<file path="src/rgbmf_pkg.sv">
// ----------------------------------------------------------------------------
// rgbmf_pkg
// Shared widths, reset values, register indexes and the result record of the
// 3x3 RGB median filter.
// ----------------------------------------------------------------------------
package rgbmf_pkg;

    localparam int PIX_W            = 8;     // one colour channel
    localparam int CFG_W            = 13;    // frame size registers
    localparam int CFG_IDX_W        = 1;     // register index
    localparam int COORD_W          = 12;    // result coordinates
    localparam int Y_W              = 12;    // row counter
    localparam int MIN_SIZE         = 3;
    localparam int MAX_HEIGHT       = 4096;
    localparam int DEF_MAX_WIDTH    = 4096;
    localparam int DEF_IMAGE_WIDTH  = 640;
    localparam int DEF_IMAGE_HEIGHT = 480;

    typedef enum logic [CFG_IDX_W-1:0] {
        CFG_IMAGE_WIDTH  = 1'b0,
        CFG_IMAGE_HEIGHT = 1'b1
    } t_cfg_index;

    // Position and end-of-frame mark travelling alongside the median pipe
    typedef struct packed {
        logic [COORD_W-1:0] center_x;
        logic [COORD_W-1:0] center_y;
        logic               frame_done;
    } t_meta;

    typedef struct packed {
        logic [COORD_W-1:0] center_x;
        logic [COORD_W-1:0] center_y;
        logic [PIX_W-1:0]   red;
        logic [PIX_W-1:0]   green;
        logic [PIX_W-1:0]   blue;
        logic               frame_done;
    } t_result;

endpackage

</file>
<file path="src/rgbmf_out_skid.sv">
// ----------------------------------------------------------------------------
// rgbmf_out_skid
// Output register with one skid entry; o_full is registered and throttles
// the whole pipe.
// ----------------------------------------------------------------------------
module rgbmf_out_skid (
    input  logic               i_clk,
    input  logic               i_rst_n,
    input  logic               i_valid,
    input  rgbmf_pkg::t_result i_data,
    output logic               o_full,
    output logic               o_valid,
    input  logic               i_stall,
    output rgbmf_pkg::t_result o_data
);

    logic               r_out_valid;
    logic               r_skid_valid;
    rgbmf_pkg::t_result r_out;
    rgbmf_pkg::t_result r_skid;
    logic               in_take;
    logic               out_free;

    assign in_take  = i_valid && !r_skid_valid;
    assign out_free = !r_out_valid || !i_stall;

    always_ff @(posedge i_clk) begin
        if (!i_rst_n) begin
            r_out_valid  <= 1'b0;
            r_skid_valid <= 1'b0;
        end else if (out_free) begin
            r_out_valid  <= r_skid_valid || in_take;
            r_skid_valid <= 1'b0;
        end else if (in_take) begin
            r_skid_valid <= 1'b1;
        end
    end

    always_ff @(posedge i_clk) begin
        if (out_free) begin
            r_out <= r_skid_valid ? r_skid : i_data;
        end else if (in_take) begin
            r_skid <= i_data;
        end
    end

    assign o_full  = r_skid_valid;
    assign o_valid = r_out_valid;
    assign o_data  = r_out;

    a_skid_behind_out: assert property (@(posedge i_clk) disable iff (!i_rst_n)
        r_skid_valid |-> r_out_valid)
        else $error("skid entry held with empty output register");

endmodule

</file>
<file path="config.mk">
export PLATFORM = sky130hd
export DESIGN_NAME = rgbmf_out_skid
export DESIGN_NICKNAME = d
export VERILOG_FILES = /design/src/rgbmf_pkg.sv /design/src/rgbmf_out_skid.sv
export SDC_FILE = /design/constraint.sdc
export NUM_CORES = 1
export LEC_CHECK = 0
export BUFFER_PORTS_ARGS = -buffer_cell sky130_fd_sc_hd__buf_4
export CAP_MARGIN = 10
export CORE_UTILIZATION = 56
export DETAILED_ROUTE_END_ITERATION = 8
export GPL_TIMING_DRIVEN = 0
export PLACE_DENSITY = 0.81
export RECOVER_POWER = 50
export SLEW_MARGIN = 20
export SYNTH_ARGS = -nofsm -noshare
export SYNTH_HDL_FRONTEND = slang
export SYNTH_SLANG_ARGS = --single-unit
</file>
<file path="constraint.sdc">
create_clock -name i_clk -period 8.6 [get_ports i_clk]
set_clock_uncertainty 0.15 [all_clocks]
set_input_delay 0.43 -clock i_clk [delete_from_list [all_inputs] [get_ports i_clk]]
set_output_delay 0.43 -clock i_clk [all_outputs]
set_load 0.05 [all_outputs]
</file>
# After elaboration in Yosys (flattened, before gate mapping)
# Index checks and enable logic that the tools add are counted.
dict set report totals {
  ff_bits 100
  latchBits 0
  mem_bits_rw 0
  mem_bits_ro 0
  out_inout_bits 51
  memories 0
}
dict set report classes {
  n_addsub 0
  mul 0
  n_div 0
  n_lt_le_gt_ge 0
  n_eq_ne 0
  n_shift 0
  muxes 1
  n_bitwise 2
  reduce_logical 8
}
# operator count
set ops {}
lappend ops {{$mux 49} 1}
lappend ops {{$logic_not 1->1} 3}
lappend ops {{$logic_or 1x1->1} 2}
lappend ops {{$not 1->1} 2}
lappend ops {{$reduce_and 2->1} 1}
lappend ops {{$reduce_or 2->1} 1}
lappend ops {{$logic_and 1x1->1} 1}

# Depth between registers and ports, before layout
dict set report logic_depth {
  word_depth 4
  depth_mapped 4
}

# Least setup slack after synthesis
# Ideal clock, no wire load.
dict set report synth_path {
  path_type {reg-to-reg}
  start {reg r_out_valid, in the netlist o_valid}
  end {reg r_skid[0] in the netlist's numbering, enable pin}
  setup_ns 0.526
  arrival_ns 5.607
  required_ns 7.924
  setup_slack_ns 2.317
  path_stages_with_launch 3
  path_cell_list {dfxtp_1 -> nand2_1 -> nor3b_1}
}
dict set report synth_between {
  elab_chain_len 4
}
# element line
set synth_rtl {}
lappend synth_rtl {{start, declared} rgbmf_out_skid.sv:17} ;# logic r_out_valid;
lappend synth_rtl {{start signal, assigned} rgbmf_out_skid.sv:32} ;# r_out_valid <= r_skid_valid || in_take;
lappend synth_rtl {{$logic_not 1->1} rgbmf_out_skid.sv:25} ;# assign out_free = !r_out_valid || !i_stall;
lappend synth_rtl {{$logic_or 1x1->1} rgbmf_out_skid.sv:25}
lappend synth_rtl {{net out_free} rgbmf_out_skid.sv:22} ;# logic out_free;
lappend synth_rtl {{$not 1->1 (no line)} n/a}
lappend synth_rtl {{$reduce_and 2->1 (no line)} n/a}
lappend synth_rtl {{end signal, assigned} rgbmf_out_skid.sv:43} ;# r_skid <= i_data;
lappend synth_rtl {{end, declared} rgbmf_out_skid.sv:20} ;# rgbmf_pkg::t_result r_skid;
# The timed path passes the listed nets, and every way through them passes these cells.
# A chain may end at the register's enable or synchronous reset.

# Worst setup path in the final report
dict set report layout_path {
  start {reg r_out_valid, in the netlist o_valid}
  end {reg r_skid[10] in the netlist's numbering, enable pin}
}
# The elaborated chain is that of the path after synthesis.

==> key figures <==
Routing
  – Total detailed-routing wirelength: around 6.3 mm
  – Routed vias/inst: 5.08
  – Wire length the detailed router placed on met1: about 2.7 mm
  – Count of vias placed by the detailed router: 1840
  – Drt pass-1 iters: 4
  – Met2 Wirelength: between 3 and 4 mm
  – Met3 layer wire length in the routed design: 436 um
  – Number of nets with antenna violations after detailed routing: 0
  – Detail-routed net length per standard cell: between 15 and 20 um
  – Number of DRC markers after the initial detailed-route iteration: 44
  – Highest routed layer: met4
  – Residual DRC: 0

Run status
  – Failing checks: capacitance limit, slew limit
  – Result of the run: complete, but fails checks

Clock tree
  – TritonCTS clock tree: done
  – # Post-CTS Setup Buffers: 0
  – Skew-Pair Late Insertion Delay: between 300 and 400 ps
  – H-tree level count: 3
  – Maximum number of buffers from clock root to sink: 2
  – Clock transition at the registers of the reported paths: 90 ps
  – CTS Hold Buffers Added: 0
  – Clock Tree Root: sky130_fd_sc_hd__clkbuf_8
  – Number of clock sinks: 100
  – Number of resized instances in the post-cts repair step: 0
  – Number of clock buffers inserted by TritonCTS: 9

Placement
  – Post-detailed-placement half-perimeter wirelength: roughly 4.5 mm
  – Count of port buffers added during placement: a little over 100
  – GP Congestion: ~0.73
  – Instance count after placement with tap cells included: 346
  – Post-place setup slack: a little over 6000 ps

Setup path
  – Register-to-Register Setup Slack: around 5300 ps
  – CP Capture Point: r_skid[10]
  – Startpoint of the most critical register-to-register path: o_valid
  – Launching element type of the critical path: flop
  – Start point of the critical path: o_valid
  – Critical path class: reg -> reg
  – Category of the worst setup path capture point: flop
  – Cells on worst reg2reg path: 6
  – CP Data Required Time: roughly 8500 ps
  – Critical register-to-register path endpoint: r_skid[10]
  – Maximum fanout along the worst path: 52
  – Arrival @ worst endpoint: roughly 3200 ps

Die
  – Boundary Pins: between 100 and 150
  – Die extent in x: ~85 um
  – Starting Density: 0.595
  – Rows: 29
  – Die footprint: around 7200 sq um
  – Core region area: between 6000 and 7000 sq um
  – Die height: approximately 85 um

Synth
  – Ys Warns: 0
  – Area share of the largest cell type after synthesis: 0.762
  – Average instance area after synthesis: 24.1 sq um
  – Cell taking the most area after synthesis: sky130_fd_sc_hd__edfxtp_1
  – Syn_nets: around 210
  – Flip-flop and latch count after synthesis: 100
  – Area of the mapped netlist: between 3000 and 4000 sq um
  – Cells after Synth: 160
  – Yosys cell types: 11
  – Synth top area cells: sky130_fd_sc_hd__edfxtp_1, sky130_fd_sc_hd__mux2_4, sky130_fd_sc_hd__buf_12
  – Sequential cell area fraction in the yosys report: 0.772

GRT
  – Via count of the first global-routing pass: 1958
  – Maximum number of pins on one net before global-route repair: 53
  – Wire length of the first global-routing pass: 9.88 mm
  – Total gr overflow: 0
  – Antenna violations before repair: 0
  – Total Routing Usage GR: 0.185

Timing
  – Final Hold Vio Count: 0
  – Maximum achievable frequency: between 300 and 400 MHz
  – RSZ-0062 raised after global routing: false
  – Headroom to the max-slew limit: -0.503
  – Number of max-slew violations in the final report: 53
  – Shortest period the worst path allows: ~3300 ps
  – Setup TNS: 0 ps
  – Setup WS post-layout: approximately 5300 ps
  – Final setup vio count: 0
  – Measured slew at the worst slew-check pin: roughly 2200 ps
  – Period utilisation layout: 0.386

Min path
  – HP Class: in -> reg

Finish
  – Area Growth Syn to Fin: 23.2%
  – Antenna cell count: 0
  – Number of non-filler instances in the completed layout: roughly 360
  – Layout cells sized above 1: 0.463
  – Net count of the finished layout: about 330

Power
  – Peak ir drop on the vdd network: between 0.1 and 0.15 mV
  – Static Leak: around 0.0018 uW
  – Power density over cell area: roughly 220 nW/um^2

Job
  – Max-cap violations: 1
==> metrics by stage <==
stage / hold WS, ps / total power (uW) / instance area (sq um) / util
6_report: 127 / 1030 / 4760 / 0.733
5_1_grt: 111 / 1060 / 4760 / 0.733
4_1_cts: 89.9 / 1050 / 5020 / 0.773
3_5_place_dp: 385 / 735 / 4800 / 0.739
3_3_place_gp: 380 / 731 / 4730 / 0.729
2_1_floorplan: 373 / 678 / 3860 / -
==> where the power goes <==
part	internal, uW	switching (uW)	leakage [uW]
Sequential	563	6.64	0.000970
Clock	164	152	0.000104
Combinational	49.1	92.3	0.000734
==> registers in the layout (all words and copies together), names as in the netlist <==
| register | count |
|---|---|
| o_full | 1 |
| r_skid | 49 |
| o_valid | 1 |
| o_data | 49 |
==> worst max-delay path, stage by stage (launching register included) <==
cell and delay (ps):
sky130_fd_sc_hd__dfxtp_1 340, sky130_fd_sc_hd__nand2_1 1250, sky130_fd_sc_hd__nor3b_2 520, sky130_fd_sc_hd__buf_4 260, sky130_fd_sc_hd__buf_6 180, sky130_fd_sc_hd__buf_6 160, sky130_fd_sc_hd__buf_4 170
==> synth_stat cells <==
library cell / count
sky130_fd_sc_hd__a21boi_0: 1
sky130_fd_sc_hd__buf_12: 5
sky130_fd_sc_hd__buf_6: 1
sky130_fd_sc_hd__dfxtp_1: 2
sky130_fd_sc_hd__edfxtp_1: 98
sky130_fd_sc_hd__mux2_2: 1
sky130_fd_sc_hd__mux2_4: 48
sky130_fd_sc_hd__nand2_1: 1
sky130_fd_sc_hd__nor2_2: 1
sky130_fd_sc_hd__nor3b_1: 1
sky130_fd_sc_hd__nor3b_2: 1
==> cell families (layout without fill, tap and decap cells) <==
| family | Yosys count | count (layout) | synth area share |
|---|---|---|---|
| AOI/OAI and AO/OA | 1 | 1 | 0.00194 |
| muxes | 49 | 49 | 0.189 |
| DFF | 100 | 100 | 0.772 |
| buffers and inverters | 6 | 131 | 0.0288 |
| and+or+nand+nor | 4 | 4 | 0.00777 |
==> layer usage <==
metal	track usage	vias to the layer above
met5	0	-
met4	0.0786	0
met3	0.0535	10
met2	0.298	67
met1	0.238	883
li1	-	880
==> worst min path at each step <==
stage / from / to / slack [ps] / depth (start not counted)
after floorplan: r_skid[46] / o_data[46] / 370 / 1
after global placement: r_skid[6] / o_data[6] / 380 / 1
after detailed placement: r_skid[18] / o_data[18] / 380 / 1
after CTS: i_data[17] / r_skid[17] / 90 / 1
after global routing: i_data[24] / r_skid[24] / 110 / 1
final: i_data[27] / r_skid[27] / 130 / 1
==> placed cells by master (no fill, tap or decap) <==
| cell type | instances |
|---|---|
| sky130_fd_sc_hd__mux2_2 | 1 |
| sky130_fd_sc_hd__clkbuf_1 | 30 |
| sky130_fd_sc_hd__nand2_1 | 1 |
| sky130_fd_sc_hd__clkinv_4 | 2 |
| sky130_fd_sc_hd__mux2_4 | 28 |
| sky130_fd_sc_hd__bufinv_16 | 2 |
| sky130_fd_sc_hd__clkbuf_4 | 26 |
| sky130_fd_sc_hd__dfxtp_1 | 2 |
| sky130_fd_sc_hd__edfxtp_1 | 98 |
| sky130_fd_sc_hd__buf_4 | 57 |
| sky130_fd_sc_hd__mux2_1 | 20 |
| sky130_fd_sc_hd__nor2_2 | 1 |
| sky130_fd_sc_hd__a21boi_0 | 1 |
| sky130_fd_sc_hd__clkinv_1 | 1 |
| sky130_fd_sc_hd__nor3b_2 | 2 |
| sky130_fd_sc_hd__clkinvlp_4 | 1 |
| sky130_fd_sc_hd__buf_6 | 3 |
| sky130_fd_sc_hd__clkbuf_8 | 9 |
==> cell type report <==
cell class	count	area, sq um
tap	77	96.3
timing repair buffer	109	743
fill	433	1730
buffer	6	22.5
clock buffer	10	128
multi-input combinational	54	699
clock inverter	6	88.8
sequential	100	2980
(Power assumes the default switching activity.)
