$ cat src/rgbmf_pkg.sv
// ----------------------------------------------------------------------------
// rgbmf_pkg
// Shared widths, reset values, register indexes and the result record of the
// 3x3 RGB median filter.
// ----------------------------------------------------------------------------
package rgbmf_pkg;

    localparam int PIX_W            = 8;     // one colour channel
    localparam int CFG_W            = 13;    // frame size registers
    localparam int CFG_IDX_W        = 1;     // register index
    localparam int COORD_W          = 12;    // result coordinates
    localparam int Y_W              = 12;    // row counter
    localparam int MIN_SIZE         = 3;
    localparam int MAX_HEIGHT       = 4096;
    localparam int DEF_MAX_WIDTH    = 4096;
    localparam int DEF_IMAGE_WIDTH  = 640;
    localparam int DEF_IMAGE_HEIGHT = 480;

    typedef enum logic [CFG_IDX_W-1:0] {
        CFG_IMAGE_WIDTH  = 1'b0,
        CFG_IMAGE_HEIGHT = 1'b1
    } t_cfg_index;

    // Position and end-of-frame mark travelling alongside the median pipe
    typedef struct packed {
        logic [COORD_W-1:0] center_x;
        logic [COORD_W-1:0] center_y;
        logic               frame_done;
    } t_meta;

    typedef struct packed {
        logic [COORD_W-1:0] center_x;
        logic [COORD_W-1:0] center_y;
        logic [PIX_W-1:0]   red;
        logic [PIX_W-1:0]   green;
        logic [PIX_W-1:0]   blue;
        logic               frame_done;
    } t_result;

endpackage

$ cat src/rgbmf_med9.sv
// ----------------------------------------------------------------------------
// rgbmf_med9
// Three-stage median of nine 8-bit values: sort triples, then max of lows,
// median of mids, min of highs, then median of those three.
// ----------------------------------------------------------------------------
module rgbmf_med9 (
    input  logic                                i_clk,
    input  logic                                i_en,
    input  logic [8:0][rgbmf_pkg::PIX_W-1:0]    i_px,
    output logic [rgbmf_pkg::PIX_W-1:0]         o_med
);

    typedef logic [rgbmf_pkg::PIX_W-1:0] t_pix;

    function automatic t_pix f_min(input t_pix a, input t_pix b);
        return (b < a) ? b : a;
    endfunction

    function automatic t_pix f_max(input t_pix a, input t_pix b);
        return (b < a) ? a : b;
    endfunction

    function automatic t_pix f_med3(input t_pix a, input t_pix b, input t_pix c);
        return f_max(f_min(a, b), f_min(f_max(a, b), c));
    endfunction

    t_pix r_lo [3];
    t_pix r_mi [3];
    t_pix r_hi [3];
    t_pix r_lo_max;
    t_pix r_mi_med;
    t_pix r_hi_min;
    t_pix r_med;

    // stage 1: each triple sorted
    always_ff @(posedge i_clk) begin
        if (i_en) begin
            for (int g = 0; g < 3; g++) begin
                r_lo[g] <= f_min(f_min(i_px[3*g], i_px[3*g+1]), i_px[3*g+2]);
                r_mi[g] <= f_med3(i_px[3*g], i_px[3*g+1], i_px[3*g+2]);
                r_hi[g] <= f_max(f_max(i_px[3*g], i_px[3*g+1]), i_px[3*g+2]);
            end
        end
    end

    // stage 2 and 3
    always_ff @(posedge i_clk) begin
        if (i_en) begin
            r_lo_max <= f_max(f_max(r_lo[0], r_lo[1]), r_lo[2]);
            r_mi_med <= f_med3(r_mi[0], r_mi[1], r_mi[2]);
            r_hi_min <= f_min(f_min(r_hi[0], r_hi[1]), r_hi[2]);
            r_med    <= f_med3(r_lo_max, r_mi_med, r_hi_min);
        end
    end

    assign o_med = r_med;

endmodule

$ cat config.mk
export PLATFORM = sky130hd
export DESIGN_NAME = rgbmf_med9
export DESIGN_NICKNAME = d
export VERILOG_FILES = /design/src/rgbmf_pkg.sv /design/src/rgbmf_med9.sv
export SDC_FILE = /design/constraint.sdc
export NUM_CORES = 1
export LEC_CHECK = 0
export ABC_AREA = 1
export BUFFER_PORTS_ARGS = -buffer_cell sky130_fd_sc_hd__buf_2
export CAP_MARGIN = 20
export CORE_ASPECT_RATIO = 0.75
export CORE_MARGIN = 2
export CORE_UTILIZATION = 55
export DETAILED_ROUTE_END_ITERATION = 12
export PLACE_DENSITY = 0.79
export SETUP_SLACK_MARGIN = 0.4
export SLEW_MARGIN = 20
export SYNTH_ARGS = -nofsm -noshare
export SYNTH_HDL_FRONTEND = slang
export SYNTH_SLANG_ARGS = --single-unit
$ cat constraint.sdc
create_clock -name i_clk -period 6.48 [get_ports i_clk]
set_input_delay 0.972 -clock i_clk [delete_from_list [all_inputs] [get_ports i_clk]]
set_output_delay 0.972 -clock i_clk [all_outputs]
set_load 0.01 [all_outputs]
Yosys cells after proc, flatten, opt, wreduce, memory -nomap -nowiden
Memory sizes are Yosys's and may differ from the RTL's. Cells that the tools add are included.

Flip-flop bits (word level): 32. Memory bits (writable): 72. Input bits: 74. Output and inout port bits: 8. Logic and storage cells: 61. Memories kept: 3.

Memory list: r_hi (depth 3, bits a word 8, rd ports 3, clocked after Yosys merged registers in 0, write ports 3, line rgbmf_med9.sv:29) `t_pix r_hi [3];`; r_lo (depth 3, bits a word 8, rd ports 3, clocked after Yosys merged registers in 0, write ports 3, line rgbmf_med9.sv:27) `t_pix r_lo [3];`; r_mi (depth 3, bits a word 8, rd ports 3, clocked after Yosys merged registers in 0, write ports 3, line rgbmf_med9.sv:28) `t_pix r_mi [3];`.

Magnitude comparators: 22. Mux-type cells: 32.

Operators by type and width (count): 8-bit two-way mux (30); 8-bit less-than comparator (22); 1-bit two-way mux (2).

Depth between registers and ports, before layout
Gate-level depths: netlist of the first run.

Depth in word-level cells: 6. Gate-level depth with buffers: 31. Mapped depth without buffers: 30.

Worst setup path after synthesis of the first run
No wires, ideal clock.

Kind: input to register. Start point: input i_px[7] (netlist bit). End point: memory r_mi[0][1] (netlist bit), data pin. Library setup time: 0.253 ns. Data arrival time: 4.680 ns. Data required time: 6.227 ns. Path slack: 1.547 ns. Stages on the path: 23. Path buffers: 3. Cells stage by stage: inv_1 > ha_1 > a21oi_1 > o21a_1 > nand2_4 > buf_6 > clkbuf_1 > o21ai_0 > inv_1 > ha_1 > a21oi_1 > nor2_1 > a211oi_1 > nand2_4 > buf_2 > o21ai_0 > ha_1 > a21oi_1 > nor2_1 > a211oi_2 > nand2_4 > nand2_1 > nand2_1.

RTL lines: start: declaration (line rgbmf_med9.sv:9) `input logic [8:0][rgbmf_pkg::PIX_W-1:0] i_px,`; end: declaration (line rgbmf_med9.sv:28).

==> results of run 1 <==
[logic make-up after synthesis]
group	count (synthesis)
AO/OA/AOI/OAI	269
AND/OR/NAND/NOR	583
flip-flops	104
adder cells (fa/ha/maj)	151
buffers and inverters	254
[power by group]
part | internal (mW) | switching (mW)
logic | 1.22 | 2.24
clock network | 0.260 | 0.240
registers | 1.14 | 0.144
[sequential cells by signal (all words and copies together), names as in the netlist]
register,cells
r_hi,24
r_lo_max,8
r_lo,24
o_med,8
r_mi_med,8
r_mi,24
r_hi_min,8
[per-stage QoR]
step,hold slack (ns),util [%],power (mW)
CTS,0.593,61.3,5.22
global placement,0.576,59.8,4.57
global route,0.635,61.3,5.88
floorplan,0.520,-,3.96
detailed placement,0.578,59.8,4.71
finish,0.598,61.3,5.24
[metal layers]
metal  vias up  track usage [%]  routed length (um)
met1      3941             36.4               11400
li1       4615                -                   -
met3        27             3.93                1740
met2       268             37.1                9480
met4         0             5.52                 276
met5         -                0                   0
[layout make-up]
type,instances,area share [%]
Multi-Input combinational cell,1003,54.6
Clock inverter,7,0.437
Tap cell,242,2.78
Timing Repair Buffer,82,3.81
Sequential cell,104,28.7
Inverter,222,7.65
Clock buffer,9,2.07
[path summary, 6_finish.rpt]
path	slack [ns]	cells after the start	end	from
worst max register to register	1.75	21	r_mi_med[4]	r_mi[0][7]
worst min-delay path	0.60	2	r_lo_max[3]	r_lo[0][19]
worst max-delay path	1.13	21	r_mi[0][12]	i_px[29]
worst min register to register	0.60	2	r_lo_max[3]	r_lo[0][19]
[worst max-delay path, stage by stage]
cell,delay (ns)
buf_2,0.09
inv_1,0.04
ha_1,0.30
a21oi_1,0.15
o21a_1,0.19
nand2_2,0.29
o21ai_0,0.39
inv_1,0.10
ha_1,0.30
a21oi_1,0.16
nor2_1,0.06
a211oi_1,0.30
nand2_2,0.36
o21ai_0,0.42
ha_1,0.31
a21oi_1,0.15
nor2_1,0.06
a211oi_2,0.50
nand2_4,0.15
nand2_1,0.10
nand2_1,0.05
[synthesized netlist by cell type]
master	count	area (um^2)
nand2_4	12	135
a21oi_1	85	425
o21ai_2	11	96.3
o21ai_0	118	591
ha_1	151	1890
nor2_1	71	267
buf_2	10	50.1
and3_1	1	6.26
clkbuf_1	17	63.8
buf_6	5	56.3
o211ai_2	5	62.6
a21o_1	1	7.51
o21ai_1	17	85.1
nand2_2	24	150
o21a_1	7	52.6
o21bai_1	3	22.5
a21oi_2	6	52.6
a211oi_1	7	52.6
inv_1	219	822
nand3_1	77	385
and2_1	5	31.3
a211oi_2	5	62.6
edfxtp_1	104	3120
o211ai_1	2	15.0
inv_2	3	11.3
nand4_1	4	25.0
nand4_2	2	25.0
nand2_1	385	1450
o211ai_4	2	42.5
nand3b_1	2	15.0
==> impl_metrics.env, run 1 <==
export IMPL_run_status="complete, no violations"
export IMPL_grt_use_total_pct=24.4
export IMPL_insertion_delay_ns=0.35
export IMPL_coreArea_um2=17800
export IMPL_fin_crit_sh_pct=82.6
export IMPL_synth_seq_cells=104
export IMPL_finalSetupViolations=0
export IMPL_numCtsBuffers=9
export IMPL_vias_per_cell=5.30
export IMPL_yosysUniqueCellTypes=30
export IMPL_synth_mux_area_fraction_pct=0
export IMPL_slew_viol_final=0
export IMPL_maxSlewHeadroom_pct=30.0
export IMPL_initial_core_util_pct=56.7
export IMPL_dpl_cell_area_um2=10600
export IMPL_syn_nets=1586
export IMPL_holdCritPathClass="flop to flop"
export IMPL_hold_viol_final=0
export IMPL_multi_input_area_um2=5940
export IMPL_maxCapViolCount=0
export IMPL_cts_hold_buf=0
export IMPL_fp_dieArea_um2=19400
export IMPL_syn_area_um2=10100
export IMPL_antenna_found_initial=0
export IMPL_synthCells=1361
export IMPL_crit_required_ns=6.59
export IMPL_ir_worst_vdd_mv=0.418
export IMPL_grt_overflow=0
export IMPL_row_count=42
export IMPL_grt_first_pass_wirelength_um=37700
export IMPL_cts_setup_buffers=0
export IMPL_die_y_um=121
export IMPL_fillers=1573
export IMPL_dp_cells=1653
export IMPL_yosysWarnings=0
export IMPL_power_density_nw_per_um2=481
export IMPL_synth_area_per_cell_um2=7.40
export IMPL_critPathLaunchType="primary input"
export IMPL_crit_type="primary input to flop"
export IMPL_timing_fmax_mhz=187
export IMPL_area_growth_pct=8.15
export IMPL_hpwlAfterDp_um=19100
export IMPL_cts_sinks=104
export IMPL_drt_iter0_drc=868
export IMPL_final_common_cell="nand2_1"
export IMPL_fin_tns_setup_ns=0
export IMPL_die_x_um=160
export IMPL_nNetsFinal=1647
export IMPL_crit_fanout=31
export IMPL_clk_pin_slew_ns=0.07
export IMPL_synth_compound_area_share_pct=15.6
export IMPL_pin_count=82
export IMPL_regArea_um2=3120
export IMPL_setup_slack_ns=1.13
export IMPL_gp_congestion=0.973
export IMPL_worst_pin_slew_ns=1.05
export IMPL_mostFrequentLayoutCells="385 x nand2_1, 219 x inv_1, 151 x ha_1, 118 x o21ai_0, 104 x edfxtp_1"
export IMPL_seq_area_frac_synth_pct=31.0
export IMPL_drc_errors=0
export IMPL_cp_end_kind="flop"
export IMPL_antenna_cells=0
export IMPL_detail_route_antenna_nets=0
export IMPL_rsz0062_at_grt="false"
export IMPL_place_ws_ns=0.837
export IMPL_vias=8851
export IMPL_post_cts_resize_count=0
export IMPL_fin_cells=1669
export IMPL_yosys_area_share_simple_pct=24.7
export IMPL_wl_per_cell_um=13.7
export IMPL_synth_xor_area_share_pct=0
export IMPL_layout_min_cycle_time_ns=5.35
export IMPL_fin_worst_skew_ns=0.00734
export IMPL_drive_gt1_share_pct=11.6
export IMPL_io_buffers=81
export IMPL_cts_root_buf="clkbuf_16"
export IMPL_leakagePower_nw=5.65
export IMPL_synthAdderAreaFrac_pct=18.8
export IMPL_grt_max_degree=88
export IMPL_worstPathArrival_ns=5.46
export IMPL_wl_um=22900
export IMPL_grt_pass1_vias=7881
export IMPL_htree_levels=3
export IMPL_cts_tree="yes"
export IMPL_clk_path_buf_depth=2
export IMPL_synth_top_family_by_area="simple AND/OR/NAND/NOR gates"
export IMPL_first_pass_iters=6
export IMPL_final_area_um2=10900
Note: power is estimated with default switching activity, not from simulation.
==> inputs of run 2 (changes only) <==
==> constraint.sdc (replaced) <==
create_clock -name i_clk -period 5.4 [get_ports i_clk]
set_input_delay 0.81 -clock i_clk [delete_from_list [all_inputs] [get_ports i_clk]]
set_output_delay 0.81 -clock i_clk [all_outputs]
set_load 0.01 [all_outputs]
==> impl_metrics.env, run 2 (synthesis results as in run 1) <==
export IMPL_gp_congestion=1.00
export IMPL_crit_type="primary input to flop"
export IMPL_place_ws_ns=0.429
export IMPL_coreArea_um2=17800
export IMPL_setup_slack_ns=0.716
export IMPL_slew_viol_final=0
export IMPL_grt_max_degree=58
export IMPL_ir_worst_vdd_mv=0.666
export IMPL_clk_path_buf_depth=2
export IMPL_fin_util_pct=61.8
export IMPL_cts_root_buf="clkbuf_16"
export IMPL_detail_route_antenna_nets=0
export IMPL_r2r_worst_path_cells=21
export IMPL_antenna_found_initial=0
export IMPL_vias_per_cell=5.32
export IMPL_wl_per_cell_um=13.8
export IMPL_whs_ns=0.572
export IMPL_initial_core_util_pct=56.7
export IMPL_cts_tree="yes"
export IMPL_drt_iter0_drc=597
export IMPL_grt_overflow=0
export IMPL_grt_use_total_pct=24.4
export IMPL_worst_pin_slew_ns=0.973
export IMPL_run_status="complete, no violations"
export IMPL_numCtsBuffers=9
export IMPL_clk_pin_slew_ns=0.07
export IMPL_fin_tns_setup_ns=0
export IMPL_nNetsFinal=1654
export IMPL_final_common_cell="nand2_1"
export IMPL_layout_min_cycle_time_ns=4.68
export IMPL_worstPathArrival_ns=4.90
export IMPL_row_count=42
export IMPL_htree_levels=3
export IMPL_fin_crit_sh_pct=86.7
export IMPL_p_total_mw=6.43
export IMPL_timing_fmax_mhz=213
export IMPL_crit_required_ns=5.62
export IMPL_fin_worst_skew_ns=0.00744
export IMPL_wl_um=23100
export IMPL_holdCritPathClass="flop to flop"
export IMPL_pin_count=82
export IMPL_drc_errors=0
export IMPL_cp_end_kind="flop"
export IMPL_critPathLaunchType="primary input"
export IMPL_drive_gt1_share_pct=12.1
export IMPL_grt_pass1_vias=8105
export IMPL_leakagePower_nw=5.70
export IMPL_area_growth_pct=8.95
export IMPL_hpwlAfterDp_um=19200
export IMPL_maxCapViolCount=0
export IMPL_vias=8912
export IMPL_crit_fanout=17
export IMPL_die_x_um=160
export IMPL_reg_top3="r_hi (24), r_lo (24), r_mi (24)"
export IMPL_grt_first_pass_wirelength_um=38200
export IMPL_fp_dieArea_um2=19400
export IMPL_hold_viol_final=0
export IMPL_antenna_cells=0
export IMPL_cts_setup_buffers=0
export IMPL_whs_path_depth=2
export IMPL_maxSlewHeadroom_pct=34.7
export IMPL_finalSetupViolations=0
export IMPL_cts_sinks=104
export IMPL_insertion_delay_ns=0.34
export IMPL_rsz0062_at_grt="false"
export IMPL_fillers=1612
export IMPL_io_buffers=81
export IMPL_power_density_nw_per_um2=586
export IMPL_mostFrequentLayoutCells="385 x nand2_1, 219 x inv_1, 151 x ha_1, 118 x o21ai_0, 104 x edfxtp_1"
export IMPL_first_pass_iters=5
export IMPL_rrSetupSlack_ns=0.78
export IMPL_die_y_um=121
-- run 2: cell count changes in the layout (fill, tap and decap cells not counted), moves of 2 or more --
| cell | before | now |
|---|---|---|
| a211oi_2 | 5 | 3 |
| clkbuf_1 | 0 | 2 |
| a211oi_4 | 0 | 3 |
| buf_4 | 2 | 9 |
| inv_6 | 0 | 2 |
-- run 2: worst paths after layout --
path / start / to
worst max-delay path: i_px[31] / r_mi[0][15]
worst min register to register: r_lo[0][16] / r_lo_max[0]
worst min-delay path: r_lo[0][16] / r_lo_max[0]
worst max register to register: r_mi[0][7] / r_mi_med[5]
-- run 2: worst max-delay path: stages --
cell and delay (ns):
buf_2 0.09, inv_1 0.04, ha_1 0.30, a21oi_1 0.14, o21a_1 0.21, nand2_2 0.19, buf_4 0.23, o21ai_0 0.46
ha_1 0.34, nand2_1 0.06, nand2_1 0.05, nand2_1 0.06, nand2_1 0.06, nand2_2 0.07, nand2_2 0.12, o21ai_0 0.47
ha_1 0.33, nand2_1 0.10, nor2_1 0.06, a211oi_2 0.30, buf_4 0.22, nand3_1 0.08, nand2_1 0.10
-- run 2: area by class of cell --
cell class | count | area, um^2 | share of cell area (%)
timing repair buffer | 89 | 468 | 4.27
sequential | 104 | 3120 | 28.5
inverter | 222 | 833 | 7.60
tap | 242 | 303 | 2.76
multi-input combinational | 1003 | 5970 | 54.4
clock buffer | 11 | 233 | 2.12
clock inverter | 5 | 40.0 | 0.365
-- run 2: power breakdown --
group / switching, mW / leakage [nW] / internal, mW / total [mW]
combinational: 2.75 / 4.55 / 1.53 / 4.28
clock: 0.289 / 0.130 / 0.318 / 0.608
sequential: 0.175 / 1.02 / 1.36 / 1.54
-- run 2: timing repair --
item / 4_1_cts / 5_1_grt
gates resized for setup: 0 / 4
hold buffers: 0 / 0
setup endpoints to repair: 0 / 32
-- run 2: per-layer routing --
layer	vias to the layer above	track usage, %	part of all wire, %
met1	3988	35.7	49
li1	4630	-	-
met5	-	0	0
met4	0	5.86	1.4
met3	31	3.79	6.6
met2	263	38.0	43
-- run 2: through the flow --
step	area, um^2	cells
floorplan	10100	1361
CTS	10900	1676
finish	11000	1676
global placement	10700	1660
detailed placement	10700	1660
global route	11000	1676
